--- src/owtr_pkg.sv ---
`timescale 1ns / 1ps

package owtr_pkg;

    // Default scratchpad length and event queue depth
    localparam int SCRATCH_BYTES_DEF = 9;
    localparam int QUEUE_DEPTH       = 2;

    localparam logic [15:0] TIMEOUT_RESET = 16'd10000;

    // One-wire function commands
    localparam logic [7:0] CMD_SKIP_ROM = 8'hcc;
    localparam logic [7:0] CMD_CONVERT  = 8'h44;
    localparam logic [7:0] CMD_READ_SP  = 8'hbe;

    // Raw action codes on the input word
    typedef enum logic [2:0] {
        ACT_START   = 3'd0,
        ACT_NO_PRES = 3'd1,
        ACT_PRES    = 3'd2,
        ACT_WR_DONE = 3'd3,
        ACT_RD_BIT  = 3'd4
    } t_action;

    // Classified event kinds carried through the queue
    typedef enum logic [2:0] {
        EV_IGNORE   = 3'd0,
        EV_START    = 3'd1,
        EV_NO_PRES  = 3'd2,
        EV_PRES     = 3'd3,
        EV_WR_DONE  = 3'd4,
        EV_RD_BIT   = 3'd5
    } t_ev_kind;

    typedef struct packed {
        t_ev_kind kind;
        logic     bit_val;
    } t_event;

    typedef enum logic [1:0] {
        BUS_NONE  = 2'd0,
        BUS_RESET = 2'd1,
        BUS_WRITE = 2'd2,
        BUS_READ  = 2'd3
    } t_bus_cmd;

    typedef enum logic [4:0] {
        PH_IDLE       = 5'b00001,
        PH_CONVERT    = 5'b00010,
        PH_WAIT       = 5'b00100,
        PH_ISSUE_READ = 5'b01000,
        PH_READ_SP    = 5'b10000
    } t_phase;

    typedef enum logic [2:0] {
        SUB_RESET  = 3'b001,
        SUB_SKIP   = 3'b010,
        SUB_ACTION = 3'b100
    } t_subphase;

endpackage

--- src/owtr_front.sv ---
`timescale 1ns / 1ps

module owtr_front
    import owtr_pkg::*;
(
    input  logic       i_valid,
    input  logic [2:0] i_action,
    input  logic       i_read_value,
    input  logic       i_q_full,
    output logic       o_stall,
    output logic       o_push,
    output t_event     o_event
);

    // Classify the raw action code; undefined codes become no-ops
    always_comb begin
        o_event.bit_val = i_read_value;
        unique case (i_action)
            ACT_START:   o_event.kind = EV_START;
            ACT_NO_PRES: o_event.kind = EV_NO_PRES;
            ACT_PRES:    o_event.kind = EV_PRES;
            ACT_WR_DONE: o_event.kind = EV_WR_DONE;
            ACT_RD_BIT:  o_event.kind = EV_RD_BIT;
            default:     o_event.kind = EV_IGNORE;
        endcase
    end

    // Hold the sender off only while the queue is full
    assign o_stall = i_q_full;
    assign o_push  = i_valid && !i_q_full;

endmodule

--- src/owtr_queue.sv ---
`timescale 1ns / 1ps

module owtr_queue
    import owtr_pkg::*;
#(
    parameter int DEPTH = QUEUE_DEPTH
) (
    input  logic   i_clk,
    input  logic   i_rst_n,
    input  logic   i_push,
    input  t_event i_event,
    input  logic   i_pop,
    output logic   o_full,
    output logic   o_not_empty,
    output t_event o_head
);

    localparam int PTR_W = (DEPTH > 1) ? $clog2(DEPTH) : 1;
    localparam int CNT_W = $clog2(DEPTH + 1);
    localparam logic [PTR_W-1:0] LAST_PTR = PTR_W'(DEPTH - 1);

    t_event             r_mem [DEPTH];
    logic [PTR_W-1:0]   r_wr_ptr, n_wr_ptr;
    logic [PTR_W-1:0]   r_rd_ptr, n_rd_ptr;
    logic [CNT_W-1:0]   r_count, n_count;
    logic               w_do_pop;

    assign o_full      = (r_count == CNT_W'(DEPTH));
    assign o_not_empty = (r_count != '0);
    assign o_head      = r_mem[r_rd_ptr];
    assign w_do_pop    = i_pop && o_not_empty;

    always_comb begin
        n_wr_ptr = r_wr_ptr;
        n_rd_ptr = r_rd_ptr;
        n_count  = r_count;
        if (i_push) begin
            n_wr_ptr = (r_wr_ptr == LAST_PTR) ? '0 : r_wr_ptr + PTR_W'(1);
        end
        if (w_do_pop) begin
            n_rd_ptr = (r_rd_ptr == LAST_PTR) ? '0 : r_rd_ptr + PTR_W'(1);
        end
        if (i_push && !w_do_pop) begin
            n_count = r_count + CNT_W'(1);
        end else if (!i_push && w_do_pop) begin
            n_count = r_count - CNT_W'(1);
        end
    end

    always_ff @(posedge i_clk) begin
        if (!i_rst_n) begin
            r_wr_ptr <= '0;
            r_rd_ptr <= '0;
            r_count  <= '0;
        end else begin
            r_wr_ptr <= n_wr_ptr;
            r_rd_ptr <= n_rd_ptr;
            r_count  <= n_count;
        end
    end

    always_ff @(posedge i_clk) begin
        if (i_push) begin
            r_mem[r_wr_ptr] <= i_event;
        end
    end

endmodule

--- src/owtr_back.sv ---
`timescale 1ns / 1ps

module owtr_back
    import owtr_pkg::*;
#(
    parameter int SCRATCH_BYTES = SCRATCH_BYTES_DEF
) (
    input  logic        i_clk,
    input  logic        i_rst_n,
    input  logic        i_cfg_we,
    input  logic [15:0] i_cfg_wdata,
    input  logic        i_head_valid,
    input  t_event      i_head,
    output logic        o_pop,
    input  logic        i_out_stall,
    output logic        o_out_valid,
    output logic [1:0]  o_bus_command,
    output logic        o_write_value,
    output logic        o_report_valid,
    output logic        o_report_error,
    output logic [15:0] o_temperature
);

    localparam int IDX_W = $clog2(SCRATCH_BYTES);
    localparam logic [IDX_W-1:0] LAST_IDX = IDX_W'(SCRATCH_BYTES - 1);

    t_phase           r_phase, n_phase;
    t_subphase        r_sub, n_sub;
    logic [7:0]       r_shift, n_shift;
    logic [3:0]       r_bit_pos, n_bit_pos;
    logic [IDX_W-1:0] r_byte_idx, n_byte_idx;
    logic [7:0]       r_pending, n_pending;
    logic [15:0]      r_wait, n_wait;
    logic [15:0]      r_limit;
    logic [7:0]       r_scratch [SCRATCH_BYTES];
    logic             r_out_valid;
    logic [1:0]       r_cmd;
    logic             r_wv, r_rv, r_err;
    logic [15:0]      r_temp;

    t_bus_cmd    c_cmd;
    logic        c_wv, c_rv, c_err;
    logic [15:0] c_temp;
    logic        w_load, w_sc_we, w_more;
    logic [7:0]  w_new_byte, w_b0, w_b1, w_b6, w_b7;
    logic [15:0] w_word, w_temp;
    logic [16:0] w_wait_inc;
    logic [3:0]  w_bp_inc;

    assign w_load = i_head_valid && (!r_out_valid || !i_out_stall);
    assign o_pop  = w_load;

    // Incoming read bit lands in the MSB of the current byte
    assign w_new_byte = {i_head.bit_val, r_scratch[r_byte_idx][7:1]};
    assign w_more     = (r_bit_pos < 4'd8);
    assign w_wait_inc = {1'b0, r_wait} + 17'd1;
    assign w_bp_inc   = r_bit_pos + 4'd1;

    // Forward the byte being completed into the final computation
    assign w_b0   = (r_byte_idx == IDX_W'(0)) ? w_new_byte : r_scratch[0];
    assign w_b1   = (r_byte_idx == IDX_W'(1)) ? w_new_byte : r_scratch[1];
    assign w_b6   = (r_byte_idx == IDX_W'(6)) ? w_new_byte : r_scratch[6];
    assign w_b7   = (r_byte_idx == IDX_W'(7)) ? w_new_byte : r_scratch[7];
    assign w_word = {w_b1, w_b0};
    assign w_temp = {w_word[12:1], 4'b0000} - 16'd4 + {8'd0, w_b7} - {8'd0, w_b6};

    always_comb begin
        n_phase    = r_phase;
        n_sub      = r_sub;
        n_shift    = r_shift;
        n_bit_pos  = r_bit_pos;
        n_byte_idx = r_byte_idx;
        n_pending  = r_pending;
        n_wait     = r_wait;
        c_cmd      = BUS_NONE;
        c_wv       = 1'b0;
        c_rv       = 1'b0;
        c_err      = 1'b0;
        c_temp     = 16'd0;
        w_sc_we    = 1'b0;
        unique case (i_head.kind)
            EV_START: begin
                if (r_phase == PH_IDLE) begin
                    n_phase   = PH_CONVERT;
                    n_pending = CMD_CONVERT;
                    n_sub     = SUB_RESET;
                    c_cmd     = BUS_RESET;
                end
            end
            EV_NO_PRES: begin
                n_phase = PH_IDLE;
                c_rv    = 1'b1;
                c_err   = 1'b1;
            end
            EV_PRES: begin
                n_sub     = SUB_SKIP;
                n_bit_pos = 4'd1;
                n_shift   = CMD_SKIP_ROM;
                c_cmd     = BUS_WRITE;
                c_wv      = CMD_SKIP_ROM[0];
            end
            EV_WR_DONE: begin
                if (r_sub == SUB_SKIP || r_phase == PH_CONVERT
                        || r_phase == PH_ISSUE_READ) begin
                    if (w_more) begin
                        n_shift   = {1'b0, r_shift[7:1]};
                        n_bit_pos = w_bp_inc;
                        c_cmd     = BUS_WRITE;
                        c_wv      = r_shift[1];
                    end else if (r_sub == SUB_SKIP) begin
                        n_sub     = SUB_ACTION;
                        n_bit_pos = 4'd1;
                        n_shift   = r_pending;
                        c_cmd     = BUS_WRITE;
                        c_wv      = r_pending[0];
                    end else if (r_phase == PH_CONVERT) begin
                        n_wait  = 16'd0;
                        n_phase = PH_WAIT;
                        c_cmd   = BUS_READ;
                    end else begin
                        n_phase    = PH_READ_SP;
                        n_bit_pos  = 4'd0;
                        n_byte_idx = '0;
                        c_cmd      = BUS_READ;
                    end
                end
            end
            EV_RD_BIT: begin
                if (r_phase == PH_WAIT) begin
                    if (!i_head.bit_val) begin
                        n_wait = w_wait_inc[15:0];
                        if (w_wait_inc > {1'b0, r_limit}) begin
                            n_phase = PH_IDLE;
                            c_rv    = 1'b1;
                            c_err   = 1'b1;
                        end else begin
                            c_cmd = BUS_READ;
                        end
                    end else begin
                        n_phase   = PH_ISSUE_READ;
                        n_pending = CMD_READ_SP;
                        n_sub     = SUB_RESET;
                        c_cmd     = BUS_RESET;
                    end
                end else if (r_phase == PH_READ_SP) begin
                    w_sc_we = 1'b1;
                    if (w_bp_inc == 4'd8) begin
                        n_bit_pos = 4'd0;
                        if (r_byte_idx == LAST_IDX) begin
                            n_phase = PH_IDLE;
                            c_rv    = 1'b1;
                            c_temp  = w_temp;
                        end else begin
                            n_byte_idx = r_byte_idx + IDX_W'(1);
                            c_cmd      = BUS_READ;
                        end
                    end else begin
                        n_bit_pos = w_bp_inc;
                        c_cmd     = BUS_READ;
                    end
                end
            end
            default: begin
            end
        endcase
    end

    always_ff @(posedge i_clk) begin
        if (!i_rst_n) begin
            r_phase     <= PH_IDLE;
            r_sub       <= SUB_RESET;
            r_shift     <= 8'd0;
            r_bit_pos   <= 4'd0;
            r_byte_idx  <= '0;
            r_pending   <= 8'd0;
            r_wait      <= 16'd0;
            r_limit     <= TIMEOUT_RESET;
            r_out_valid <= 1'b0;
        end else begin
            if (i_cfg_we) begin
                r_limit <= i_cfg_wdata;
            end
            if (w_load) begin
                r_phase     <= n_phase;
                r_sub       <= n_sub;
                r_shift     <= n_shift;
                r_bit_pos   <= n_bit_pos;
                r_byte_idx  <= n_byte_idx;
                r_pending   <= n_pending;
                r_wait      <= n_wait;
                r_out_valid <= 1'b1;
            end else if (!i_out_stall) begin
                r_out_valid <= 1'b0;
            end
        end
    end

    always_ff @(posedge i_clk) begin
        if (w_load) begin
            r_cmd  <= c_cmd;
            r_wv   <= c_wv;
            r_rv   <= c_rv;
            r_err  <= c_err;
            r_temp <= c_temp;
        end
        if (w_load && w_sc_we) begin
            r_scratch[r_byte_idx] <= w_new_byte;
        end
    end

    assign o_out_valid    = r_out_valid;
    assign o_bus_command  = r_cmd;
    assign o_write_value  = r_wv;
    assign o_report_valid = r_rv;
    assign o_report_error = r_err;
    assign o_temperature  = r_temp;

endmodule

--- src/one_wire_temp_read_sequencer_core.sv ---
`timescale 1ns / 1ps
// Accepted words enter the event queue; the sequencer moves them into its output register.
// Throughput: one word per cycle while the queue is not full; the sequencer retires one
// queued event per cycle whenever the output register is empty or being taken.
// Reset (i_rst_n low, synchronous): queue emptied, sequencer idle, timeout limit 10000;
// the scratchpad bytes are not cleared.

module one_wire_temp_read_sequencer_core
    import owtr_pkg::*;
#(
    parameter int SCRATCH_BYTES = SCRATCH_BYTES_DEF,
    parameter int Q_DEPTH       = QUEUE_DEPTH
) (
    input  logic        i_clk,
    input  logic        i_rst_n,
    // configuration: timeout limit
    input  logic        i_cfg_we,
    input  logic [15:0] i_cfg_wdata,
    // event input channel
    input  logic        i_in_valid,
    output logic        o_in_stall,
    input  logic [2:0]  i_action,
    input  logic        i_read_value,
    // bus command / report channel
    output logic        o_out_valid,
    input  logic        i_out_stall,
    output logic [1:0]  o_bus_command,
    output logic        o_write_value,
    output logic        o_report_valid,
    output logic        o_report_error,
    output logic [15:0] o_temperature
);

    logic   w_push, w_pop, w_q_full, w_q_not_empty;
    t_event w_event, w_head;

    // Front end: classify the incoming action into an event kind
    owtr_front u_front (
        .i_valid      (i_in_valid),
        .i_action     (i_action),
        .i_read_value (i_read_value),
        .i_q_full     (w_q_full),
        .o_stall      (o_in_stall),
        .o_push       (w_push),
        .o_event      (w_event)
    );

    // Short event queue decouples the input from the sequencer
    owtr_queue #(
        .DEPTH (Q_DEPTH)
    ) u_queue (
        .i_clk       (i_clk),
        .i_rst_n     (i_rst_n),
        .i_push      (w_push),
        .i_event     (w_event),
        .i_pop       (w_pop),
        .o_full      (w_q_full),
        .o_not_empty (w_q_not_empty),
        .o_head      (w_head)
    );

    // Back end: the read sequencer proper, with its registered output word
    owtr_back #(
        .SCRATCH_BYTES (SCRATCH_BYTES)
    ) u_back (
        .i_clk          (i_clk),
        .i_rst_n        (i_rst_n),
        .i_cfg_we       (i_cfg_we),
        .i_cfg_wdata    (i_cfg_wdata),
        .i_head_valid   (w_q_not_empty),
        .i_head         (w_head),
        .o_pop          (w_pop),
        .i_out_stall    (i_out_stall),
        .o_out_valid    (o_out_valid),
        .o_bus_command  (o_bus_command),
        .o_write_value  (o_write_value),
        .o_report_valid (o_report_valid),
        .o_report_error (o_report_error),
        .o_temperature  (o_temperature)
    );

    // A driven bit only comes with a write slot
    a_wv_only_on_write: assert property (@(posedge i_clk) disable iff (!i_rst_n)
        (o_out_valid && o_write_value) |-> (o_bus_command == BUS_WRITE))
        else $error("write value set without write slot");

    // Reports end the sequence and issue no bus command
    a_report_no_cmd: assert property (@(posedge i_clk) disable iff (!i_rst_n)
        (o_out_valid && o_report_valid) |-> (o_bus_command == BUS_NONE))
        else $error("report carries a bus command");

    // Error flag implies a report with zero temperature
    a_err_is_report: assert property (@(posedge i_clk) disable iff (!i_rst_n)
        (o_out_valid && o_report_error) |-> (o_report_valid && o_temperature == 16'd0))
        else $error("malformed error report");

    // On release of reset nothing is pending on either side
    a_reset_clear: assert property (@(posedge i_clk)
        $rose(i_rst_n) |-> (!o_out_valid && !o_in_stall))
        else $error("state not cleared by reset");

endmodule

--- config.mk ---
export PLATFORM = sky130hd
export DESIGN_NAME = one_wire_temp_read_sequencer_core
export DESIGN_NICKNAME = d
export VERILOG_FILES = /design/src/owtr_pkg.sv /design/src/owtr_front.sv /design/src/owtr_queue.sv /design/src/owtr_back.sv /design/src/one_wire_temp_read_sequencer_core.sv
export SDC_FILE = /design/constraint.sdc
export NUM_CORES = 1
export LEC_CHECK = 0
export BUFFER_PORTS_ARGS = -buffer_cell sky130_fd_sc_hd__buf_4
export CELL_PAD_IN_SITES_DETAIL_PLACEMENT = 1
export CELL_PAD_IN_SITES_GLOBAL_PLACEMENT = 2
export CORE_MARGIN = 4
export CORE_UTILIZATION = 37
export CTS_CLUSTER_SIZE = 12
export DETAILED_ROUTE_END_ITERATION = 12
export PLACE_DENSITY = 0.8
export SYNTH_ARGS = -nofsm -noshare
export SYNTH_HDL_FRONTEND = slang
export SYNTH_SLANG_ARGS = --single-unit
--- constraint.sdc ---
create_clock -name i_clk -period 4.43 [get_ports i_clk]
set_input_delay 0.6645 -clock i_clk [delete_from_list [all_inputs] [get_ports i_clk]]
set_output_delay 0.6645 -clock i_clk [all_outputs]
set_load 0.03 [all_outputs]
Word-level counts from Yosys, hierarchy flattened. Memory sizes are Yosys's and may differ from the RTL's. A register that Yosys moved wholly into a read port is not among the register bits. Cells that the tools add are included.

Flip-flop bits (word level): 90. Bits in latches: 0. Bits in writable memories: 80. Bits in read-only memories: 0. Input bits: 25. Output and inout port bits: 23. Logic and storage cells: 204. Memories: 2.

$add $sub $neg: 10. Multipliers: 0. Div/mod/pow operators: 0. $lt $le $gt $ge: 2. Equal/unequal tests: 42. Shift operators: 0. Muxes and demuxes: 94. Bitwise operators: 4. Reductions and logical operators: 33.

Memories: u_back.r_scratch (words 9, bits a word 8, read ports 5, clocked after memory_dff 1, wr ports 1, line owtr_back.sv:35) `logic [7:0] r_scratch [SCRATCH_BYTES];`; u_queue.r_mem (words 2, bits a word 4, read ports 1, clocked after memory_dff 1, wr ports 1, line owtr_queue.sv:22) `t_event r_mem [DEPTH];`.

Operators by type and width (count): $mux W16 (6); $mux W8 (9); $mux W4 (16); $mux W5 (12); $pmux W16 S2 (1); $pmux W8 S2 (2); $mux W1 (24); $mux W2 (10); $pmux W5 S4 (1); $reduce_and A10 Y1 (2); $mux W3 (6); $ne A2 B1 Y1 const B (9); $add A16 B1 Y17 const B (1); $gt A17 B16 Y1 (1); $add A16 B8 Y16 (1); $reduce_and A8 Y1 (2); $sub A16 B3 Y16 const B (1); $sub A16 B8 Y16 (1); $eq A3 B2 Y1 const B (5); $pmux W3 S5 (1); $ne A2 B2 Y1 const B (6); $ne A3 B1 Y1 const B (4); $pmux W3 S4 (1); $pmux W4 S3 (1); 35 further kinds (62).

Depth between registers and ports, before layout.
Depth in word-level cells: 8. Depth in mapped cells: 19. Gate-level depth less buffers: 17.

Hierarchy. From an unflattened synthesis, not the netlist that was laid out.

Cell total of the unflattened synthesis: 811. Area, all modules: 8893.5 um^2.

Modules (own cells, without submodules): owtr_back (times used 1, cells each 768, area each 8333.0 um^2, sequential area each 4083.9 um^2); owtr_queue (times used 1, cells each 34, area each 505.5 um^2, sequential area each 340.3 um^2); owtr_front (times used 1, cells each 9, area each 55.1 um^2, sequential area each 0.0 um^2).

Least setup slack after synthesis. Ideal clock, no wire load.

Path type: register -> register. From: register (tool-made name). To: register u_back.r_temp[14] (netlist: u_back.o_temperature[14]), data pin. Setup time: 0.260 ns. Arrival: 4.557 ns. Data required time: 4.170 ns. Setup slack: -0.387 ns. Stages on the path, launching flop included: 19. Buffers on the path: 2. Clock period less this slack: 4.817 ns. Path through: dfxtp_1 -> buf_4 -> buf_4 -> mux4_2 -> a211oi_1 -> a21oi_1 -> mux2_2 -> ha_1 -> inv_1 -> ha_1 -> ha_1 -> fa_1 -> a21o_1 -> a21o_1 -> a2111oi_4 -> nor3_2 -> o41a_1 -> nor3_1 -> nor3_2.

RTL lines: end signal: assignment (line owtr_back.sv:204) `r_temp <= c_temp;`; end: declaration (line owtr_back.sv:39) `logic [15:0] r_temp;`.

==> run metrics <==
Area growth syn-to-layout 20.97%; clock buffer count from CTS 17; H-tree levels 4; register area 4432 sq um; CTS tree yes; post-synthesis register bit count 170; Die W 165.0 microns; Antenna Violating Nets Remaining 0; P_leak 4.303 nW; largest cells by area after synthesis edfxtp_1, dfxtp_1, ha_1; Rows 57; final hold vios 0; die area 27220 sq um; DPL Wire Length 16910 microns; clk sinks 170; Critical Path Start Type register; DR iter-0 viols 335; placed insts 1225; Setup Skew 0.01665 ns; Initial Utilization 37.60%; hold_ws 0.4203 ns; final period utilization 101.5%; post-synth cell types 81; initial antenna violation count 1; GRT Residual Overflow 0; Tmin final 4.495 ns; Tot GR Track Use 17.15%; WP data required 4.59 ns; gpl congestion 0.8317; commonest cells after routing, fill and taps aside edfxtp_1, buf_4, nand2_1; hold depth 1; total core area 24250 sq um; Post-synth EDFFs 102; fin nets 1011; first-pass GRT wire length 36400 microns; Yosys top cell area share 33.59%; max-cap violation count 0; I/O pin total 48; cell family with most CP delay compound AO/OA/AOI/OAI gates; vias in the first global route 6967; Max Freq 0.2225 GHz; Pwr Total 4.820 mW; Syn Area/Cell 10.91 sq um; crit-path max FO 5; clk buf depth 2; Mapped Nets 916; post-synth top area cell edfxtp_1; synthesized area 9117 sq um; Arr. time, crit path 4.66 ns; failing checks negative setup slack; Max stage delay on crit path 0.56 ns; worst skew pair latency 0.44 ns; Synth warnings 0; final setup vio count 2; Slew @ Worst Pin 1.089 ns; Die H 165.0 microns; fin cells 1268; multi-input logic area 4587 sq um; VDD IR max 291.6 uV; I/O Buffers 47; CP cell instances buf_4 -> buf_6 -> mux4_2 -> nor2b_4 -> a211oi_2 -> a21oi_2 -> mux2_4 -> ha_4 -> fa_1 -> inv_2 -> ha_4 -> or2_4 -> o31a_1 -> a311oi_2 -> o21ai_1 -> a211o_1 -> a21o_1 -> nor3b_1; # DRC 0; RSZ-0062 raised after global routing true; drt pass-1 iters 4; critical path depth 18; Synth Instances 836; FFs w/ async S/R, synth 0%; routed wire length 23130 microns; critical path class register to register; routed vias 6572; outcome finished with violations; Clock Root Buffer clkbuf_16; Wirelength per Cell 18.24 microns; Slowest-stage cell, CP fa_1; worst path bufs/invs 3; most common cell after layout, fill and taps aside edfxtp_1; power per cell area 437.0 nW/um^2; post-route setup slack -0.06513 ns; fillers 2651; ANT cells 0; ratio of cells with drive above 1 in the final layout 23.62%; fin. max-slew vios 0; CP Capture Type register; sequential area share after synthesis 48.52%; Slew HR 27.13%; Main synth FF type edfxtp_1; worst r2r path cells 18; largest net degree at the start of global routing 64; HP Class primary input to register; CTS clk-pin slew, worst paths 0.07 ns; Crit path top cell by count ha_4; vias per inst 5.183
[sequential cells by signal, summed over array words and instances, names as in the netlist, 2 cells and up, named ones only]
| name | cells |
|---|---|
| u_back.o_temperature | 16 |
| u_back.r_pending | 3 |
| u_back.o_bus_command | 2 |
| u_queue.r_mem | 8 |
| u_back.r_limit | 16 |
| u_back.r_sub | 3 |
| u_back.r_bit_pos | 4 |
| u_queue.r_count | 2 |
| u_back.r_scratch | 73 |
| u_back.r_phase | 5 |
| u_back.r_byte_idx | 4 |
| u_back.r_shift | 7 |
| u_back.r_wait | 16 |
[cell families (layout without fill, tap and decap cells)]
logic type / Yosys count / after routing / synth area share, %
xor+xnor: 32 / 32 / 3.074
compound gates: 154 / 154 / 11.65
buf+inv: 80 / 188 / 3.691
fa+ha+maj: 55 / 55 / 7.959
simple gates: 281 / 281 / 15.84
flops: 170 / 170 / 48.52
mux: 64 / 64 / 9.263
[power breakdown]
part | internal (mW) | switching [mW] | total (mW)
clock network | 0.841 | 0.659 | 1.50
logic | 0.562 | 0.818 | 1.38
registers | 1.86 | 0.0796 | 1.94
total | 3.26 | 1.56 | 4.82
[per-stage QoR]
step	utilization (%)	area (sq um)	setup TNS, ns	setup slack, ns
4_1_cts	44.59	10810	-0.1394	-0.07774
6_report	45.49	11030	-0.09390	-0.06513
3_5_place_dp	41.77	10130	-0.8648	-0.3477
3_3_place_gp	41.77	10130	-0.3458	-0.1965
5_1_grt	45.49	11030	-0.5106	-0.2283
2_1_floorplan	-	9166	-0.1013	-0.1013
[layer usage]
metal / global-route usage (%) / routed length [microns] / up-vias / part of all wire (%)
met5: 0 / 0 / - / 0
met4: 4.045 / 202 / 0 / 0.87
met3: 2.820 / 706 / 15 / 3.1
met2: 30.75 / 12070 / 93 / 52
met1: 21.63 / 10160 / 3241 / 44
li1: - / - / 3223 / -
[path summary, 6_finish.rpt]
path | from | end | slack (ns)
setup / recovery | register | u_back.o_temperature[15] | -0.07
hold / removal | i_read_value | u_queue.r_mem[0][0] | 0.42
setup reg to reg | register | u_back.o_temperature[15] | -0.07
hold reg to reg | u_back.r_pending[2] | u_back.r_pending[2] | 0.48
[cells in the mapped netlist (all sizes together), types with 7 or more instances]
master / instances
a211oi: 7
a21boi: 16
a21oi: 31
and3: 19
buf: 15
clkbuf: 16
dfxtp: 68
edfxtp: 102
ha: 50
inv: 49
mux2: 10
mux2i: 40
mux4: 14
nand2: 72
nand3: 20
nand3b: 7
nand4: 12
nor2: 70
nor2b: 35
nor3: 12
o211ai: 9
o21a: 12
o21ai: 43
xnor2: 12
xor2: 20
[repair_timing]
item | in CTS | in global routing
pin swaps | 12 | 27
setup buffers | 3 | 9
endpoints found under the setup margin | 5 | 5
gates cloned | 0 | 0
resized for setup | 21 | 34
hold buffers | 0 | 0
[layout make-up]
| cell class | count | share of cell area (%) |
|---|---|---|
| Timing Repair Buffer | 107 | 7.555 |
| Clock inverter | 15 | 1.475 |
| Clock buffer | 17 | 3.857 |
| Sequential cell | 170 | 40.18 |
| Inverter | 49 | 1.668 |
| Tap cell | 324 | 3.676 |
| Multi-Input combinational cell | 586 | 41.59 |
Power figures use the tool's default switching activity.
